===== src/sv/pfa_pkg.sv =====
`timescale 1ns / 1ps
package pfa_pkg;

  localparam int unsigned RUN_W = 11;

  typedef enum logic [2:0] {
    OP_INIT  = 3'd0,
    OP_ALLOC = 3'd1,
    OP_FREE  = 3'd2,
    OP_INC   = 3'd3,
    OP_DEC   = 3'd4,
    OP_READ  = 3'd5
  } opcode_t;

  typedef enum logic [1:0] {
    ST_OK      = 2'd0,
    ST_NOSPACE = 2'd1,
    ST_BAD     = 2'd2
  } status_t;

  typedef enum logic [1:0] {
    CFG_TOTAL    = 2'd0,
    CFG_RESERVED = 2'd1,
    CFG_TABLE    = 2'd2
  } cfg_index_t;

  // decoded command kinds handed from front to back
  typedef enum logic [2:0] {
    K_INIT,
    K_ALLOC,
    K_ALLOC_ZERO,
    K_FREE,
    K_INC,
    K_DEC,
    K_READ,
    K_BAD
  } kind_t;

  typedef enum logic [2:0] {
    B_IDLE,
    B_INIT,
    B_SCAN,
    B_AWRITE,
    B_RWAIT,
    B_FWRITE,
    B_DONE
  } back_state_t;

  typedef struct packed {
    logic [2:0]  opcode;
    logic [10:0] page_count;
    logic [9:0]  page_index;
  } in_item_t;

  typedef struct packed {
    status_t     status;
    logic [9:0]  start_page;
    logic [15:0] ref_value;
  } out_item_t;

  typedef struct packed {
    kind_t       kind;
    logic [10:0] count;
    logic [9:0]  page;
  } cmd_t;

endpackage


===== src/sv/pfa_front.sv =====
`timescale 1ns / 1ps
module pfa_front import pfa_pkg::*; (
  input  logic     clk,
  input  logic     rst,
  input  logic     in_valid,
  output logic     in_ready,
  input  in_item_t in_data,
  output logic     cmd_valid,
  input  logic     cmd_ready,
  output cmd_t     cmd
);

  cmd_t       q [2];
  logic       wptr;
  logic       rptr;
  logic [1:0] fill;
  cmd_t       decoded;
  logic       push;
  logic       pop;

  // opcode decode
  always_comb begin
    decoded.count = in_data.page_count;
    decoded.page  = in_data.page_index;
    case (in_data.opcode)
      OP_INIT:  decoded.kind = K_INIT;
      OP_ALLOC: decoded.kind = (in_data.page_count == 11'd0) ? K_ALLOC_ZERO : K_ALLOC;
      OP_FREE:  decoded.kind = K_FREE;
      OP_INC:   decoded.kind = K_INC;
      OP_DEC:   decoded.kind = K_DEC;
      OP_READ:  decoded.kind = K_READ;
      default:  decoded.kind = K_BAD;
    endcase
  end

  assign in_ready  = (fill != 2'd2);
  assign cmd_valid = (fill != 2'd0);
  assign cmd       = q[rptr];
  assign push      = in_valid && in_ready;
  assign pop       = cmd_valid && cmd_ready;

  // two-entry command queue
  always_ff @(posedge clk) begin
    if (push) begin
      q[wptr] <= decoded;
    end
    if (rst) begin
      wptr <= 1'b0;
      rptr <= 1'b0;
      fill <= 2'd0;
    end else begin
      if (push) wptr <= ~wptr;
      if (pop) rptr <= ~rptr;
      fill <= fill + {1'b0, push} - {1'b0, pop};
    end
  end

endmodule


===== config.mk =====
export PLATFORM = sky130hd
export DESIGN_NAME = pfa_front
export DESIGN_NICKNAME = d
export VERILOG_FILES = /design/src/sv/pfa_pkg.sv /design/src/sv/pfa_front.sv
export SDC_FILE = /design/constraint.sdc
export NUM_CORES = 1
export LEC_CHECK = 0
export BUFFER_PORTS_ARGS = -buffer_cell sky130_fd_sc_hd__buf_2
export CORE_ASPECT_RATIO = 0.5
export CORE_MARGIN = 5
export CORE_UTILIZATION = 45
export DETAILED_ROUTE_END_ITERATION = 16
export PLACE_DENSITY = 0.8
export RECOVER_POWER = 100
export REMOVE_ABC_BUFFERS = 1
export SETUP_SLACK_MARGIN = 0.4
export SYNTH_ARGS = -nofsm -noshare
export SYNTH_HDL_FRONTEND = slang
export SYNTH_SLANG_ARGS = --single-unit

===== constraint.sdc =====
create_clock -name clk -period 2 [get_ports clk]
set_input_delay 0.4 -clock clk [delete_from_list [all_inputs] [get_ports clk]]
set_output_delay 0.4 -clock clk [all_outputs]
set_load 0.05 [all_outputs]

==> results_dict.tcl, run 1 <==
set metrics [dict create \
    vias_per_cell 4.88 \
    arrival_ns 1.45 \
    path_clk_slew_ns 0.11 \
    clockBufferDepth 2 \
    synth_top_area_share 0.698 \
    critPathRequiredTime_ns 1.60 \
    syn_area_per_cell_sq_um 18.6 \
    synthTopCellsByArea "edfxtp_1 70%, mux2_2 13%, dfxtp_1 4.8%, buf_6 1.6%, ha_1 1.2%" \
    diodes 0 \
    fin_setup_tns_ns 0 \
    core_sq_mm 0.00442 \
    die_width_um 106 \
    antenna_found_initial 0 \
    drv_cap 0 \
    outcome "complete, no violations" \
    timing.final.crit_share 0.923 \
    via_count 1142 \
    slew_headroom 0.572 \
    fmax_mhz 542 \
    final_nets 206 \
    critPathCaptureType "output pin" \
    total_power_w 0.00402 \
    grt_pass1_wl_mm 5.93 \
    remaining_drc_errors 0 \
    finalCriticalPeriod_ns 1.85 \
    cts_sinks 53 \
    power_density_mw_per_mm2 1470 \
    place.gp.congestion 0.615 \
    finClkSkew_ns 0.0101 \
    ant_nets 0 \
    clkLatencyLatePin_ns 0.31 \
    max_stage_delay_ns 0.44 \
    grt_pass1_vias 1194 \
    vdd_ir_drop_max_mv 0.781 \
    drive_gt1_frac 0.486 \
    dp_slack_ns 0.339 \
    hold_viol 0 \
    ys_seq_area_frac 0.747 \
    crit_path_start_kind "flop" \
    synthToLayoutAreaGrowth_pct 32.4 \
    die_y_um 57.9 \
    wl_per_cell_um 17.1 \
    tightest_slew_ns 0.641 \
    dpl.hpwl_mm 2.36 \
    start_util 0.467 \
    setup_ws_ns 0.154 \
    rsz0062_at_grt "true" \
    synth_seq_cells 53 \
    synth_top_area_cell "edfxtp_1" \
    drt-total-wl_mm 3.99 \
    synth_cell_types 26 \
    syn_area_sq_mm 0.00206 \
    grt.total_usage 0.128 \
    slew_viol_final 0 \
    nFillCells 341 \
    syn_inst 111 \
    synth_edf_count 48 \
    setup_viol 0 \
    cp_slowest_cell "dfxtp_4" \
    dieArea_sq_mm 0.00612 \
    io_buffers 53 \
    grt-ovfl-total 0 \
    ios 54 \
    grt_max_degree 25 \
    p_leak_nw 1.06 \
    synth_common_cells "48 x edfxtp_1, 24 x mux2_2, 5 x dfxtp_1" \
    drtIter0Drc 57 \
    hold_class "primary input to flop" \
    cts_tree "yes" \
    yosysWarningCount 0 \
    post-route-util 0.618 \
    drt_first_pass_iters 4 \
    synth_flop_cell "edfxtp_1" \
    crit_path_max_fanout 6 \
    placementRows 17 \
    cts_buffers 5 \
    yosysMostFrequentCell "edfxtp_1" \
    crit_chain "clkbuf_16, mux2_4, buf_2" \
    cts-htree-levels 2 \
    worstSetupPathType "flop to output pin" \
    root_buffer "clkbuf_8" \
    asyncSetResetFlopFracSynth 0 \
]
[kinds of logic (layout without fill, tap and decap cells)]
family | count (synthesis) | count (layout) | synth area share
compound gates | 6 | 6 | 0.0218
buf+inv | 6 | 72 | 0.0218
xor+xnor | 2 | 2 | 0.00849
fa+ha+maj | 3 | 3 | 0.0176
mux | 25 | 25 | 0.136
flops | 53 | 53 | 0.747
simple gates | 16 | 16 | 0.0479
[final cells by class]
class                           instances  area, sq um  share of cell area
Clock buffer                            5         68.8              0.0252
Tap cell                               57         71.3              0.0261
Multi-Input combinational cell         52          577               0.211
Sequential cell                        53         1550               0.567
Timing Repair Buffer                   61          430               0.158
Inverter                                3         11.3             0.00412
Clock inverter                          3         25.0             0.00916
[report_power, final]
| part | switching (W) | internal [W] |
|---|---|---|
| logic | 0.00113 | 0.000748 |
| registers | 0.0000875 | 0.00143 |
| clock network | 0.000366 | 0.000253 |
| total | 0.00158 | 0.00243 |
[path summary, 6_finish.rpt]
check,from,end,depth (start not counted),slack (ns)
worst max-delay path,flop,cmd[6],3,0.15
worst min-delay path,in_data[8],q[0][8]$_DFFE_PP_,1,0.27
worst max register to register,fill[0]$_SDFF_PP0_,q[1][19]$_DFFE_PP_,4,0.24
worst min register to register,rptr$_SDFFE_PP0P_,rptr$_SDFFE_PP0P_,2,0.53
[critical path, delay by kind of cell, from the launching register on]
| family | cells | cell delay (ns) |
|---|---|---|
| muxes | 1 | 0.30 |
| DFF | 1 | 0.44 |
| buffers and inverters | 2 | 0.40 |
[state kept, by name (all words and copies together), names as in the netlist, named ones only]
register and flops:
fill 2, q 48, rptr 1, wptr 1
[per-layer routing]
metal  routed length, um  vias to the layer above  track usage
li1                    -                      556            -
met1                1700                      560        0.133
met2                2070                       20        0.244
met3                 167                        6       0.0445
met4                  53                        0       0.0443
met5                   0                        -            0
[repair_timing]
| action | CTS | global route |
|---|---|---|
| resized for setup | 51 | 59 |
| gates cloned | 1 | 2 |
| pin swaps | 2 | 4 |
| endpoints found under the setup margin | 25 | 26 |
| hold buffers | 0 | 0 |
| buffers inserted | 1 | 1 |
[layout by cell type, fill, tap and decap left out, types with 2 or more instances in the layout]
cell type	instances
edfxtp_1	48
mux2_4	24
buf_2	19
clkbuf_1	16
clkbuf_2	10
clkbuf_4	7
clkbuf_8	5
buf_8	5
inv_1	3
nor2_1	3
dfxtp_1	3
nor3_1	2
a21o_1	2
ha_1	2
dfxtp_4	2
clkbuf_16	2
[per-stage QoR]
| stage | hold WS [ns] | cells | area [sq um] |
|---|---|---|---|
| 6_report | 0.272 | 234 | 2730 |
| 3_3_place_gp | 0.508 | 221 | 2400 |
| 2_1_floorplan | 0.469 | 108 | 2030 |
| 4_1_cts | 0.263 | 231 | 2680 |
| 5_1_grt | 0.252 | 234 | 2730 |
| 3_5_place_dp | 0.513 | 221 | 2400 |
(Power assumes the default switching activity.)
==> inputs of run 2 (changes only) <==
--- a/config.mk
+++ b/config.mk
@@ -8,9 +8,9 @@
 export BUFFER_PORTS_ARGS = -buffer_cell sky130_fd_sc_hd__buf_2
 export CORE_ASPECT_RATIO = 0.5
 export CORE_MARGIN = 5
-export CORE_UTILIZATION = 45
+export CORE_UTILIZATION = 51
 export DETAILED_ROUTE_END_ITERATION = 16
-export PLACE_DENSITY = 0.8
+export PLACE_DENSITY = 0.87
 export RECOVER_POWER = 100
 export REMOVE_ABC_BUFFERS = 1
 export SETUP_SLACK_MARGIN = 0.4
==> run 2 against run 1 <==
Final cell count shrank 1.7%. Cell area fell by 3.3%. Clock-buffer cell count unchanged. Core utilization grew 5.9 points. Routed wire length grew 0.15%. Critical path type unchanged.
==> results_dict.tcl, run 2 (synthesis gave the netlist of run 1 again) <==
set metrics [dict create \
    holdBufCountCts 0 \
    vias_per_cell 4.99 \
    setup_viol 0 \
    crit_path_start_kind "flop" \
    placementRows 16 \
    p_leak_nw 0.974 \
    crit_path_max_fanout 12 \
    critPathCaptureType "output pin" \
    routed.top_layer "met4" \
    wl_per_cell_um 17.4 \
    finalCriticalPeriod_ns 1.84 \
    dieArea_sq_mm 0.00550 \
    final_common_cell "edfxtp_1" \
    cts-htree-levels 2 \
    ant_nets 0 \
    cts_buffers 5 \
    clockBufferDepth 2 \
    drive_gt1_frac 0.483 \
    cts_sinks 53 \
    timing.final.crit_share 0.921 \
    die_y_um 55.0 \
    remaining_drc_errors 0 \
    drt-total-wl_mm 4.00 \
    worstSetupPathType "flop to output pin" \
    dpl.hpwl_mm 2.54 \
    via_count 1148 \
    cts_tree "yes" \
    place_inst 218 \
    drtIter0Drc 56 \
    fin_cells 230 \
    final_nets 205 \
    rsz0062_at_grt "true" \
    drt_first_pass_iters 4 \
    core_sq_mm 0.00390 \
    antenna_found_initial 0 \
    tightest_slew_ns 0.632 \
    fin_setup_tns_ns 0 \
    vdd_ir_drop_max_mv 0.914 \
    drv_cap 0 \
    wl_met3_um 139 \
    power_density_mw_per_mm2 1530 \
    arrival_ns 1.44 \
    mostFrequentLayoutCells "48 x edfxtp_1, 22 x mux2_2, 21 x clkbuf_2" \
    grt_pass1_vias 1285 \
    slew_viol_final 0 \
    place.gp.congestion 0.646 \
    critPathRequiredTime_ns 1.60 \
    hold_viol 0 \
    grt.total_usage 0.146 \
    outcome "complete, no violations" \
    grt_max_degree 25 \
    start_util 0.529 \
    io_buffers 53 \
    grt_pass1_wl_mm 5.99 \
    ios 54 \
    largest_reg_flops 48 \
    clkLatencyLatePin_ns 0.30 \
    nFillCells 306 \
    grt-ovfl-total 0 \
    die_width_um 100 \
    fmax_mhz 543 \
    hold_class "primary input to flop" \
    diodes 0 \
    path_clk_slew_ns 0.09 \
    drt-met1-wl_mm 1.47 \
    regMostFlops "q" \
    root_buffer "clkbuf_8" \
    synthToLayoutAreaGrowth_pct 27.9 \
    finClkSkew_ns 0.00488 \
    reg_top3 "q: 48 flops, fill: 2 flops" \
    slew_headroom 0.579 \
    wl_met2_mm 2.37 \
]
## run 2: cell types whose count changed in the layout (fill, tap and decap cells not counted), moves of 5 or more
cell      delta
buf_8        -5
clkbuf_4     -6
mux2_4      -24
mux2_2      +22
clkbuf_2    +11
buf_2        -8
buf_6        +5
## run 2: repair_timing
action                     in CTS  in global routing
hold endpoints to repair        0                  0
gates resized for setup        53                 14
gates cloned                    1                  0
setup buffers                   0                  3
setup endpoints to repair      25                 26
pin swaps                       0                  8
## run 2: routing by layer
layer / global-route usage / vias to the layer above
met2: 0.302 / 19
li1: - / 550
met4: 0.0336 / 0
met5: 0 / -
met3: 0.0363 / 2
met1: 0.155 / 577
## run 2: power breakdown
part	leakage [nW]	total, W	internal [W]	switching, W
combinational	0.415	0.00169	0.000567	0.00112
clock	0.0687	0.000840	0.000503	0.000336
sequential	0.490	0.00151	0.00143	0.0000795
## run 2: cell type report
cell class / instances / area (sq um) / share of cell area
Clock buffer: 5 / 68.8 / 0.0261
Multi-Input combinational cell: 52 / 522 / 0.198
Inverter: 3 / 11.3 / 0.00426
Timing Repair Buffer: 60 / 354 / 0.134
Sequential cell: 53 / 1550 / 0.586
Clock inverter: 3 / 68.8 / 0.0261
Tap cell: 54 / 67.6 / 0.0256
## run 2: metrics by stage
step / total power, W / cell area, sq um / hold WS [ns] / util / worst slack (ns)
after floorplan: 0.00263 / 2030 / 0.469 / - / 0.0244
after global placement: 0.00296 / 2400 / 0.514 / 0.614 / 0.443
after detailed placement: 0.00300 / 2400 / 0.522 / 0.614 / 0.347
after CTS: 0.00417 / 2730 / 0.275 / 0.698 / 0.226
after global routing: 0.00421 / 2640 / 0.262 / 0.677 / 0.114
final: 0.00403 / 2640 / 0.284 / 0.677 / 0.159
## run 2: worst max-delay path: stages (launching register included)
cell and delay, ns:
dfxtp_4 0.40, buf_12 0.15, mux2_2 0.35, clkbuf_2 0.24
## run 2: path summary, 6_finish.rpt
path / from / to / slack, ns / cells after the start
hold reg to reg: fill[1]$_SDFF_PP0_ / fill[1]$_SDFF_PP0_ / 0.52 / 2
setup / recovery: flop / cmd[17] / 0.16 / 3
hold / removal: in_data[4] / q[0][4]$_DFFE_PP_ / 0.28 / 1
setup reg to reg: fill[0]$_SDFF_PP0_ / q[1][6]$_DFFE_PP_ / 0.31 / 3
